**src/hdl/dark_mode_colour_remap_unit_defines.svh**
```systemverilog
// ---------------------------------------------------------------------------
// Dark mode colour remap: assertion macros
// Shared property wrappers, clocked on clk_i and disabled while in reset.
// ---------------------------------------------------------------------------
`ifndef DARK_MODE_COLOUR_REMAP_UNIT_DEFINES_SVH
`define DARK_MODE_COLOUR_REMAP_UNIT_DEFINES_SVH

// The consequent must hold in the same cycle as the antecedent.
`define DMCR_ASSERT_IMP(name, ante, cons, msg) \
  name: assert property (@(posedge clk_i) disable iff (!rst_ni) (ante) |-> (cons)) \
    else $error(msg);

// The consequent must hold the delay lat after the antecedent.
`define DMCR_ASSERT_LAT(name, ante, lat, cons, msg) \
  name: assert property (@(posedge clk_i) disable iff (!rst_ni) (ante) |-> ##lat (cons)) \
    else $error(msg);

`endif

```
**src/hdl/dmcr_pkg.sv**
```systemverilog
// ---------------------------------------------------------------------------
// Dark mode colour remap package
// Fixed-point constants, register indexes and small arithmetic helpers.
// ---------------------------------------------------------------------------
`default_nettype none

package dmcr_pkg;

  localparam int unsigned ONE_Q16   = 65536;
  localparam int unsigned TWO_Q16   = 131072;
  localparam int unsigned SIX_Q16   = 393216;
  localparam int unsigned LATENCY   = 7;

  // floor(sum * 65536 / 510) == (sum * RECIP_255) >> 17 for every sum in 0..510.
  localparam logic [24:0] RECIP_255 = 25'd16843010;

  localparam logic [2:0] REG_HIGH_CONTRAST = 3'd0;
  localparam logic [2:0] REG_FORE_LEVEL    = 3'd1;
  localparam logic [2:0] REG_FORE_FLOOR    = 3'd2;
  localparam logic [2:0] REG_BACK_LEVEL    = 3'd3;
  localparam logic [2:0] REG_BACK_CEILING  = 3'd4;

  localparam logic [9:0] FORE_LEVEL_RST   = 10'd768;
  localparam logic [9:0] FORE_FLOOR_RST   = 10'd870;
  localparam logic [9:0] BACK_LEVEL_RST   = 10'd205;
  localparam logic [9:0] BACK_CEILING_RST = 10'd51;

  localparam logic CMD_FORE = 1'b0;
  localparam logic CMD_BACK = 1'b1;

  localparam logic [1:0] SEL_RED   = 2'd0;
  localparam logic [1:0] SEL_GREEN = 2'd1;
  localparam logic [1:0] SEL_BLUE  = 2'd2;

  // One restoring division step: returns {quotient bit, new remainder}.
  function automatic logic [8:0] div_step(input logic [7:0] rem, input logic [7:0] dsr);
    logic [8:0] t;
    logic [8:0] diff;
    t    = {rem, 1'b0};
    diff = t - {1'b0, dsr};
    if (t >= {1'b0, dsr}) begin
      return {1'b1, diff[7:0]};
    end
    return {1'b0, t[7:0]};
  endfunction

  // Clamp a Q16 channel to 0..1 and scale it to 0..255 with truncation.
  function automatic logic [7:0] to_byte(input logic signed [18:0] v);
    logic [16:0] vc;
    logic [24:0] prod;
    if (v < 0) begin
      vc = '0;
    end else if (v > 19'sd65536) begin
      vc = 17'd65536;
    end else begin
      vc = v[16:0];
    end
    prod = {vc, 8'b0} - {8'b0, vc};
    return prod[23:16];
  endfunction

endpackage

`default_nettype wire

```
**src/hdl/dark_mode_colour_remap_unit.sv**
```systemverilog
// ---------------------------------------------------------------------------
// Dark mode colour remap unit
// RGB to HSL, lightness replacement, HSL back to RGB, one pixel per clock.
// ---------------------------------------------------------------------------
// A pixel is taken on every clock edge where start_i is high; busy_o is held
// low, so one pixel per clock is sustained. Its result appears on the output
// ports after the last stage, marked by a one-cycle result_valid_o, in input
// order. The receiver cannot stall the block. The pipeline has seven
// register stages: the first sorts the channels, the next three carry
// the two 17-bit quotient dividers (hue and saturation) beside the lightness
// scaling and replacement, stages five and six hold the two multipliers of
// the back conversion, and the last places the channels and scales them to
// bytes. Registers may only be written while no pixel is in flight.
`default_nettype none

`include "dark_mode_colour_remap_unit_defines.svh"

module dark_mode_colour_remap_unit
  import dmcr_pkg::*;
(
  input  wire logic        clk_i,
  input  wire logic        rst_ni,
  input  wire logic        start_i,
  output logic             busy_o,
  input  wire logic        command_i,
  input  wire logic [7:0]  red_in_i,
  input  wire logic [7:0]  green_in_i,
  input  wire logic [7:0]  blue_in_i,
  output logic             result_valid_o,
  output logic [7:0]       red_out_o,
  output logic [7:0]       green_out_o,
  output logic [7:0]       blue_out_o,
  input  wire logic        cfg_valid_i,
  output logic             cfg_ready_o,
  input  wire logic [2:0]  cfg_index_i,
  input  wire logic [9:0]  cfg_data_i
);

  // Configuration registers.
  logic       high_contrast_q;
  logic [9:0] fore_level_q, fore_floor_q, back_level_q, back_ceiling_q;

  assign cfg_ready_o = 1'b1;
  assign busy_o      = 1'b0;

  always_ff @(posedge clk_i or negedge rst_ni) begin
    if (!rst_ni) begin
      high_contrast_q <= 1'b0;
      fore_level_q    <= FORE_LEVEL_RST;
      fore_floor_q    <= FORE_FLOOR_RST;
      back_level_q    <= BACK_LEVEL_RST;
      back_ceiling_q  <= BACK_CEILING_RST;
    end else if (cfg_valid_i && cfg_ready_o) begin
      case (cfg_index_i)
        REG_HIGH_CONTRAST: high_contrast_q <= cfg_data_i[0];
        REG_FORE_LEVEL:    fore_level_q    <= cfg_data_i;
        REG_FORE_FLOOR:    fore_floor_q    <= cfg_data_i;
        REG_BACK_LEVEL:    back_level_q    <= cfg_data_i;
        REG_BACK_CEILING:  back_ceiling_q  <= cfg_data_i;
        default: ;
      endcase
    end
  end

  // Valid bits, one per stage.
  logic [LATENCY-1:0] vld_q;

  always_ff @(posedge clk_i or negedge rst_ni) begin
    if (!rst_ni) begin
      vld_q <= '0;
    end else begin
      vld_q <= {vld_q[LATENCY-2:0], start_i && !busy_o};
    end
  end

  // ---------------- Stage 1: max, min, spread and hue numerator ----------
  logic [7:0] mx_d, mn_d, absnum_d;
  logic [1:0] sel_d;
  logic       neg_d;
  logic [8:0] sum_d, den_d, inv_sum_d;
  logic signed [8:0] num_d;

  logic       s1_cmd_q, s1_neg_q;
  logic [1:0] s1_sel_q;
  logic [8:0] s1_sum_q;
  logic [7:0] s1_d_q, s1_den_q, s1_absnum_q;

  always_comb begin
    mx_d = red_in_i;
    mn_d = red_in_i;
    if (green_in_i > mx_d) mx_d = green_in_i;
    if (blue_in_i > mx_d)  mx_d = blue_in_i;
    if (green_in_i < mn_d) mn_d = green_in_i;
    if (blue_in_i < mn_d)  mn_d = blue_in_i;
    sum_d     = {1'b0, mx_d} + {1'b0, mn_d};
    inv_sum_d = 9'd510 - sum_d;
    den_d     = (sum_d < inv_sum_d) ? sum_d : inv_sum_d;
    if (mx_d == red_in_i) begin
      sel_d = SEL_RED;
      num_d = $signed({1'b0, green_in_i}) - $signed({1'b0, blue_in_i});
    end else if (mx_d == green_in_i) begin
      sel_d = SEL_GREEN;
      num_d = $signed({1'b0, blue_in_i}) - $signed({1'b0, red_in_i});
    end else begin
      sel_d = SEL_BLUE;
      num_d = $signed({1'b0, red_in_i}) - $signed({1'b0, green_in_i});
    end
    neg_d    = num_d[8];
    absnum_d = neg_d ? 8'(-num_d) : num_d[7:0];
  end

  always_ff @(posedge clk_i) begin
    s1_cmd_q    <= command_i;
    s1_sel_q    <= sel_d;
    s1_neg_q    <= neg_d;
    s1_sum_q    <= sum_d;
    s1_d_q      <= mx_d - mn_d;
    s1_den_q    <= den_d[7:0];
    s1_absnum_q <= absnum_d;
  end

  // ---------------- Stage 2: lightness, quotient bits 16..11 -------------
  // Both quotients are below or equal to 1.0 since the numerator never
  // exceeds the divisor, so the top bit is a plain compare.
  logic [33:0] light_prod;
  logic [7:0]  h_rem2, s_rem2;
  logic [5:0]  h_bits2, s_bits2;
  logic [8:0]  st2h, st2s;

  logic       s2_cmd_q, s2_neg_q, s2_zero_q;
  logic [1:0] s2_sel_q;
  logic [16:0] s2_light_q;
  logic [7:0] s2_d_q, s2_den_q, s2_hrem_q, s2_srem_q;
  logic [5:0] s2_hq_q, s2_sq_q;

  always_comb begin
    light_prod = {16'b0, s1_sum_q} * {9'b0, RECIP_255};
    h_bits2[5] = (s1_absnum_q >= s1_d_q);
    h_rem2     = h_bits2[5] ? s1_absnum_q - s1_d_q : s1_absnum_q;
    s_bits2[5] = (s1_d_q >= s1_den_q);
    s_rem2     = s_bits2[5] ? s1_d_q - s1_den_q : s1_d_q;
    st2h = '0;
    st2s = '0;
    for (int k = 4; k >= 0; k--) begin
      st2h       = div_step(h_rem2, s1_d_q);
      h_bits2[k] = st2h[8];
      h_rem2     = st2h[7:0];
      st2s       = div_step(s_rem2, s1_den_q);
      s_bits2[k] = st2s[8];
      s_rem2     = st2s[7:0];
    end
  end

  always_ff @(posedge clk_i) begin
    s2_cmd_q   <= s1_cmd_q;
    s2_neg_q   <= s1_neg_q;
    s2_sel_q   <= s1_sel_q;
    s2_zero_q  <= (s1_d_q == 8'd0);
    s2_light_q <= light_prod[33:17];
    s2_d_q     <= s1_d_q;
    s2_den_q   <= s1_den_q;
    s2_hrem_q  <= h_rem2;
    s2_srem_q  <= s_rem2;
    s2_hq_q    <= h_bits2;
    s2_sq_q    <= s_bits2;
  end

  // ---------------- Stage 3: new lightness, quotient bits 10..5 ----------
  logic [16:0] lim_d, newl_d;
  logic [7:0]  h_rem3, s_rem3;
  logic [5:0]  h_bits3, s_bits3;
  logic [8:0]  st3h, st3s;

  logic       s3_neg_q, s3_zero_q;
  logic [1:0] s3_sel_q;
  logic [16:0] s3_light_q;
  logic [7:0] s3_d_q, s3_den_q, s3_hrem_q, s3_srem_q;
  logic [11:0] s3_hq_q, s3_sq_q;

  always_comb begin
    if (s2_cmd_q == CMD_FORE) begin
      lim_d = {1'b0, fore_floor_q, 6'b0};
      if (high_contrast_q) begin
        newl_d = (s2_light_q < lim_d) ? lim_d : s2_light_q;
      end else begin
        newl_d = {1'b0, fore_level_q, 6'b0};
      end
    end else begin
      lim_d = {1'b0, back_ceiling_q, 6'b0};
      if (high_contrast_q) begin
        newl_d = (s2_light_q > lim_d) ? lim_d : s2_light_q;
      end else begin
        newl_d = {1'b0, back_level_q, 6'b0};
      end
    end
    h_rem3 = s2_hrem_q;
    s_rem3 = s2_srem_q;
    st3h   = '0;
    st3s   = '0;
    for (int k = 5; k >= 0; k--) begin
      st3h       = div_step(h_rem3, s2_d_q);
      h_bits3[k] = st3h[8];
      h_rem3     = st3h[7:0];
      st3s       = div_step(s_rem3, s2_den_q);
      s_bits3[k] = st3s[8];
      s_rem3     = st3s[7:0];
    end
  end

  always_ff @(posedge clk_i) begin
    s3_neg_q   <= s2_neg_q;
    s3_zero_q  <= s2_zero_q;
    s3_sel_q   <= s2_sel_q;
    s3_light_q <= newl_d;
    s3_d_q     <= s2_d_q;
    s3_den_q   <= s2_den_q;
    s3_hrem_q  <= h_rem3;
    s3_srem_q  <= s_rem3;
    s3_hq_q    <= {s2_hq_q, h_bits3};
    s3_sq_q    <= {s2_sq_q, s_bits3};
  end

  // ---------------- Stage 4: quotient bits 4..0, chroma span -------------
  logic [7:0]  h_rem4, s_rem4;
  logic [4:0]  h_bits4, s_bits4;
  logic [8:0]  st4h, st4s;
  logic [17:0] twol_d;
  logic [16:0] span_d;

  logic        s4_neg_q;
  logic [1:0]  s4_sel_q;
  logic [16:0] s4_light_q, s4_span_q, s4_hq_q, s4_sat_q;

  always_comb begin
    h_rem4 = s3_hrem_q;
    s_rem4 = s3_srem_q;
    st4h   = '0;
    st4s   = '0;
    for (int k = 4; k >= 0; k--) begin
      st4h       = div_step(h_rem4, s3_d_q);
      h_bits4[k] = st4h[8];
      h_rem4     = st4h[7:0];
      st4s       = div_step(s_rem4, s3_den_q);
      s_bits4[k] = st4s[8];
      s_rem4     = st4s[7:0];
    end
    twol_d = {s3_light_q, 1'b0};
    span_d = (twol_d < 18'(ONE_Q16)) ? twol_d[16:0] : 17'(18'(TWO_Q16) - twol_d);
  end

  // A grey pixel has no hue and no saturation; the divider output is junk.
  always_ff @(posedge clk_i) begin
    s4_neg_q   <= s3_neg_q && !s3_zero_q;
    s4_sel_q   <= s3_sel_q;
    s4_light_q <= s3_light_q;
    s4_span_q  <= span_d;
    s4_hq_q    <= s3_zero_q ? 17'd0 : {s3_hq_q, h_bits4};
    s4_sat_q   <= s3_zero_q ? 17'd0 : {s3_sq_q, s_bits4};
  end

  // ---------------- Stage 5: hue, chroma -------------------------------
  logic [18:0] base_d, hue_d;
  logic signed [19:0] hdiff_d;
  logic [33:0] chroma_prod;

  logic [18:0] s5_hue_q;
  logic [16:0] s5_light_q, s5_chroma_q;

  always_comb begin
    case (s4_sel_q)
      SEL_RED:   base_d = 19'd0;
      SEL_GREEN: base_d = 19'(TWO_Q16);
      default:   base_d = 19'(2 * TWO_Q16);
    endcase
    hdiff_d = $signed({1'b0, base_d}) - $signed({3'b0, s4_hq_q});
    if (!s4_neg_q) begin
      hue_d = base_d + {2'b0, s4_hq_q};
    end else if (hdiff_d < 0) begin
      hue_d = 19'(hdiff_d + 20'sd393216);
    end else begin
      hue_d = hdiff_d[18:0];
    end
    chroma_prod = s4_span_q * s4_sat_q;
  end

  always_ff @(posedge clk_i) begin
    s5_hue_q    <= hue_d;
    s5_light_q  <= s4_light_q;
    s5_chroma_q <= chroma_prod[32:16];
  end

  // ---------------- Stage 6: second component and offset --------------
  logic [16:0] frac_d, wf_d;
  logic [33:0] x_prod;

  logic [2:0]  s6_sext_q;
  logic [16:0] s6_chroma_q, s6_x_q;
  logic signed [17:0] s6_m_q;

  always_comb begin
    frac_d = s5_hue_q[16:0];
    wf_d   = frac_d[16] ? 17'(18'(TWO_Q16) - {1'b0, frac_d}) : frac_d;
    x_prod = s5_chroma_q * wf_d;
  end

  always_ff @(posedge clk_i) begin
    s6_sext_q   <= s5_hue_q[18:16];
    s6_chroma_q <= s5_chroma_q;
    s6_x_q      <= x_prod[32:16];
    s6_m_q      <= $signed({1'b0, s5_light_q}) - $signed({2'b0, s5_chroma_q[16:1]});
  end

  // ---------------- Stage 7: channel placement and scaling -------------
  logic [16:0] cr_d, cg_d, cb_d;
  logic signed [18:0] vr_d, vg_d, vb_d;

  always_comb begin
    case (s6_sext_q)
      3'd0: begin cr_d = s6_chroma_q; cg_d = s6_x_q;      cb_d = '0;          end
      3'd1: begin cr_d = s6_x_q;      cg_d = s6_chroma_q; cb_d = '0;          end
      3'd2: begin cr_d = '0;          cg_d = s6_chroma_q; cb_d = s6_x_q;      end
      3'd3: begin cr_d = '0;          cg_d = s6_x_q;      cb_d = s6_chroma_q; end
      3'd4: begin cr_d = s6_x_q;      cg_d = '0;          cb_d = s6_chroma_q; end
      default: begin cr_d = s6_chroma_q; cg_d = '0;      cb_d = s6_x_q;      end
    endcase
    vr_d = $signed({2'b0, cr_d}) + 19'(s6_m_q);
    vg_d = $signed({2'b0, cg_d}) + 19'(s6_m_q);
    vb_d = $signed({2'b0, cb_d}) + 19'(s6_m_q);
  end

  always_ff @(posedge clk_i) begin
    red_out_o   <= to_byte(vr_d);
    green_out_o <= to_byte(vg_d);
    blue_out_o  <= to_byte(vb_d);
  end

  assign result_valid_o = vld_q[LATENCY-1];

  // ---------------- Assertions ------------------------------------------
  `DMCR_ASSERT_LAT(a_beat_out, start_i && !busy_o, LATENCY, result_valid_o,
                   "accepted pixel did not produce a result beat")
  `DMCR_ASSERT_IMP(a_no_spurious, result_valid_o, $past(start_i, LATENCY),
                   "result beat without an accepted pixel")
  `DMCR_ASSERT_LAT(a_grey_stays_grey,
                   start_i && red_in_i == green_in_i && green_in_i == blue_in_i,
                   LATENCY, red_out_o == green_out_o && green_out_o == blue_out_o,
                   "grey pixel came out coloured")
  `DMCR_ASSERT_IMP(a_sat_range, vld_q[3], s4_sat_q <= 17'd65536 && s4_hq_q <= 17'd65536,
                   "divider quotient above one")

endmodule

`default_nettype wire

```
**config.mk**
```make
export PLATFORM = sky130hd
export DESIGN_NAME = dark_mode_colour_remap_unit
export DESIGN_NICKNAME = d
export VERILOG_FILES = /design/src/hdl/dmcr_pkg.sv /design/src/hdl/dark_mode_colour_remap_unit.sv
export VERILOG_INCLUDE_DIRS = /design/src /design/src/hdl
export SDC_FILE = /design/constraint.sdc
export NUM_CORES = 2
export LEC_CHECK = 0
export BUFFER_PORTS_ARGS = -buffer_cell sky130_fd_sc_hd__buf_2
export CORE_UTILIZATION = 40
export DETAILED_ROUTE_END_ITERATION = 10
export PLACE_DENSITY = 0.54
export REMOVE_ABC_BUFFERS = 1
export SLEW_MARGIN = 25
export SYNTH_ARGS = -nofsm -noshare
export SYNTH_HDL_FRONTEND = slang
export SYNTH_SLANG_ARGS = --single-unit
```
**constraint.sdc**
```tcl
create_clock -name clk_i -period 24.4 [get_ports clk_i]
set_input_delay 4.88 -clock clk_i [delete_from_list [all_inputs] [get_ports clk_i]]
set_output_delay 4.88 -clock clk_i [all_outputs]
set_load 0.01 [all_outputs]
```
==> load_flow_metrics.sql <==
INSERT INTO impl_metrics (metric_group, metric, value, unit) VALUES
('setup_path', 'rr_worst_depth', '61', ''),
('cells_and_area', 'area_growth_syn_to_layout', '7.97', '%'),
('drt', 'drcViolationCount', '16', ''),
('sta', 'worst_tran_pin_value', '1.03', 'ns'),
('grt', 'grt.total_usage', '21.1', '%'),
('sta', 'min_period_over_period', '58.7', '%'),
('cells_and_area', 'largest_register', 's5_hue_q', ''),
('cts', 'ctsResizeCount', '0', ''),
('setup_path', 'worstPathMaxFanout', '28', ''),
('setup_path', 'cp-startpoint', 's1_den_q[0]', ''),
('setup_path', 'worst_path_arrival', '14.85', 'ns'),
('setup_path', 'worst_ep_required_time', '24.92', 'ns'),
('grt', 'wire_length_of_the_first_global_routing_pass', '216', 'mm'),
('yosys', 'synth_top_flop_cell', 'sky130_fd_sc_hd__dfxtp_1', ''),
('place', 'gp_congestion', '0.904', ''),
('yosys', 'synth_cell_type_count', '105', ''),
('sta', 'maxClockFrequency', '69.8', 'MHz'),
('yosys', 'yosysTopAreaCell', 'sky130_fd_sc_hd__fa_1', ''),
('cts', 'clkTransAtPathRegs', '0.06', 'ns'),
('place', 'io_buffer_count', '66', ''),
('drt', 'ant_nets', '0', ''),
('sta', 'rsz0062_at_grt', 'false', ''),
('yosys', 'fraction_of_synthesis_flops_using_an_asynchronous_set_or_reset_pin', '11.4', '%'),
('drt', 'first_pass_iters', '9', ''),
('cts', 'post_cts_repair_setup_buffers', '0', ''),
('floorplan', 'core.rowCount', '129', ''),
('cells_and_area', 'largest_register_ff_count', '19', ''),
('place', 'place_hpwl', '104', 'mm'),
('cells_and_area', 'layout_common_cells', 'sky130_fd_sc_hd__inv_1 (753), sky130_fd_sc_hd__ha_1 (630), sky130_fd_sc_hd__nand2_1 (621)', ''),
('yosys', 'ys_top_cells_by_area', 'sky130_fd_sc_hd__fa_1 (18%), sky130_fd_sc_hd__ha_1 (16%), sky130_fd_sc_hd__dfxtp_1 (15%)', ''),
('setup_path', 'critical-path-max-stage-delay', '0.53', 'ns'),
('setup_path', 'crit_cells', '61', ''),
('cts', 'cts_made_buffers', '51', ''),
('cts', 'clock_tree_from_tritoncts', 'built', ''),
('drt', 'detail_route.wl_per_cell', '17.5', 'µm'),
('drt', 'routed_wire_length', '132', 'mm'),
('sta', 'timing.final.crit_period', '14.32', 'ns'),
('floorplan', 'initial_utilization', '40.4', '%'),
('sta', 'fin_tns_setup', '0', 'ns'),
('setup_path', 'crit_family', 'compound AO/OA/AOI/OAI gates', ''),
('cells_and_area', 'final_nets', '6946', ''),
('cells_and_area', 'layout_cells_sized_above_1', '7.63', '%'),
('cts', 'worst_skew_pair.late_latency', '0.65', 'ns'),
('yosys', 'synth_largest_type_area_fraction', '17.8', '%'),
('setup_path', 'worstSetupStartpointType', 'flip-flop', ''),
('floorplan', 'ioPinCount', '69', ''),
('hold_path', 'hold_path.class', 'flip-flop to flip-flop', ''),
('floorplan', 'die-area', '127000', 'µm²'),
('flow_run', 'max_cap_violations', '0', ''),
('yosys', 'ys.warnings.count', '0', ''),
('drt', 'vias', '39631', ''),
('yosys', 'syn_avg_cell_area', '8.61', 'µm²'),
('setup_path', 'path_class', 'flip-flop to flip-flop', ''),
('cts', 'clock_tree.htree_level_count', '2', ''),
('sta', 'finClkSkew', '0.0215', 'ns'),
('setup_path', 'reg2reg_from', 's1_den_q[0]', ''),
('run_status', 'failed_checks', 'DRC', ''),
('grt', 'grt_antenna_before_repair', '4', ''),
('hold_path', 'holdPathStages', '0', ''),
('run_status', 'status', 'finished with violations', ''),
('cells_and_area', 'fin_util', '43.6', '%'),
('cells_and_area', 'reg_top3', 's5_hue_q (19), s6_m_q (18)', ''),
('setup_path', 'worst_path_most_repeated_cell', 'sky130_fd_sc_hd__ha_1', ''),
('cells_and_area', 'layout_commonest_cell', 'sky130_fd_sc_hd__inv_1', ''),
('drt', 'vias_per_cell', '5.28', ''),
('floorplan', 'fp.dieH', '356', 'µm'),
('drt', 'drt_first_iter_violations', '1888', ''),
('yosys', 'syn_inst', '5816', ''),
('grt', 'grt_start_max_net_pins', '36', ''),
('cts', 'cts.sink_count', '421', ''),
('setup_path', 'worst-path-buf-inv', '7', '');
## metal layers
metal | routed length [µm] | part of all wire, % | vias up | track usage [%]
met5 | 12 | 0.0091 | - | 0
met4 | 3300 | 2.5 | 2 | 5.84
met3 | 4390 | 3.3 | 165 | 2.04
met2 | 63600 | 48 | 681 | 37.0
met1 | 60500 | 46 | 19156 | 27.3
li1 | - | - | 19627 | -
## stage by stage
step	hold WS (ns)	worst slack (ns)	instance area [µm²]	cells
after floorplan	0.310	10.48	49400	5657
after global placement	0.311	10.48	52200	7414
after detailed placement	0.312	10.21	52200	7414
after CTS	0.325	10.18	54000	7510
after global routing	0.330	8.87	54000	7510
final	0.323	10.08	54000	7511
## cells by family (layout without fill, tap and decap cells)
logic type                 after synthesis  in the layout  share of synthesized area, %
AOI/OAI and AO/OA                     1164           1164                          15.6
xor gates and xnor gates               340            340                          5.95
adders and majority gates             1075           1075                          33.5
buffers and inverters                  921            978                          6.96
DFF                                    421            421                          17.4
muxes                                  197            197                          4.43
other                                    2              3                        0.0150
and+or+nand+nor                       1696           1696                          16.2
## synth_stat cells (89+ instances only)
cell                         n
sky130_fd_sc_hd__mux2_2    120
sky130_fd_sc_hd__xnor2_1   219
sky130_fd_sc_hd__a21o_1    116
sky130_fd_sc_hd__dfxtp_1   373
sky130_fd_sc_hd__clkbuf_1  136
sky130_fd_sc_hd__inv_1     753
sky130_fd_sc_hd__nand2_1   621
sky130_fd_sc_hd__fa_1      444
sky130_fd_sc_hd__a21oi_1   241
sky130_fd_sc_hd__nor2b_1   123
sky130_fd_sc_hd__nor3_1     89
sky130_fd_sc_hd__and2_1    156
sky130_fd_sc_hd__o21ai_0   285
sky130_fd_sc_hd__xor2_1    121
sky130_fd_sc_hd__ha_1      630
sky130_fd_sc_hd__nor2_1    370
## cell type report
class                   count  area [µm²]
diodes                      1        2.50
clock buffers              69        1490
clock inverters            27         313
fillers                 12306       69900
inverters                 762        2860
multi-input cells        4474       37900
flip-flops and latches    421        8690
well taps                1637        2050
repair buffers            120         736
## worst reg2reg max path, delay by kind of cell (launching register included)
| family | cells | cell delay (ns) |
|---|---|---|
| flip-flops | 1 | 0.29 |
| multiplexers | 3 | 1.29 |
| adder cells (fa/ha/maj) | 7 | 2.23 |
| buffers and inverters | 7 | 1.54 |
| AND/OR/NAND/NOR | 14 | 1.94 |
| AO/OA/AOI/OAI | 30 | 6.93 |
## path summary, 6_finish.rpt
path | to | slack [ns]
min reg2reg | s3_sq_q[10] | 0.32
min in group asynchronous | fore_floor_q[0] | 4.19
max reg2reg | s2_srem_q[2] | 10.08
max in group asynchronous | back_level_q[7] | 19.43
min | s3_sq_q[10] | 0.32
max | s2_srem_q[2] | 10.08
Power is left out: the tool's default activity adds up to more than one toggle a clock period on the data nets, which glitch-free logic cannot reach.
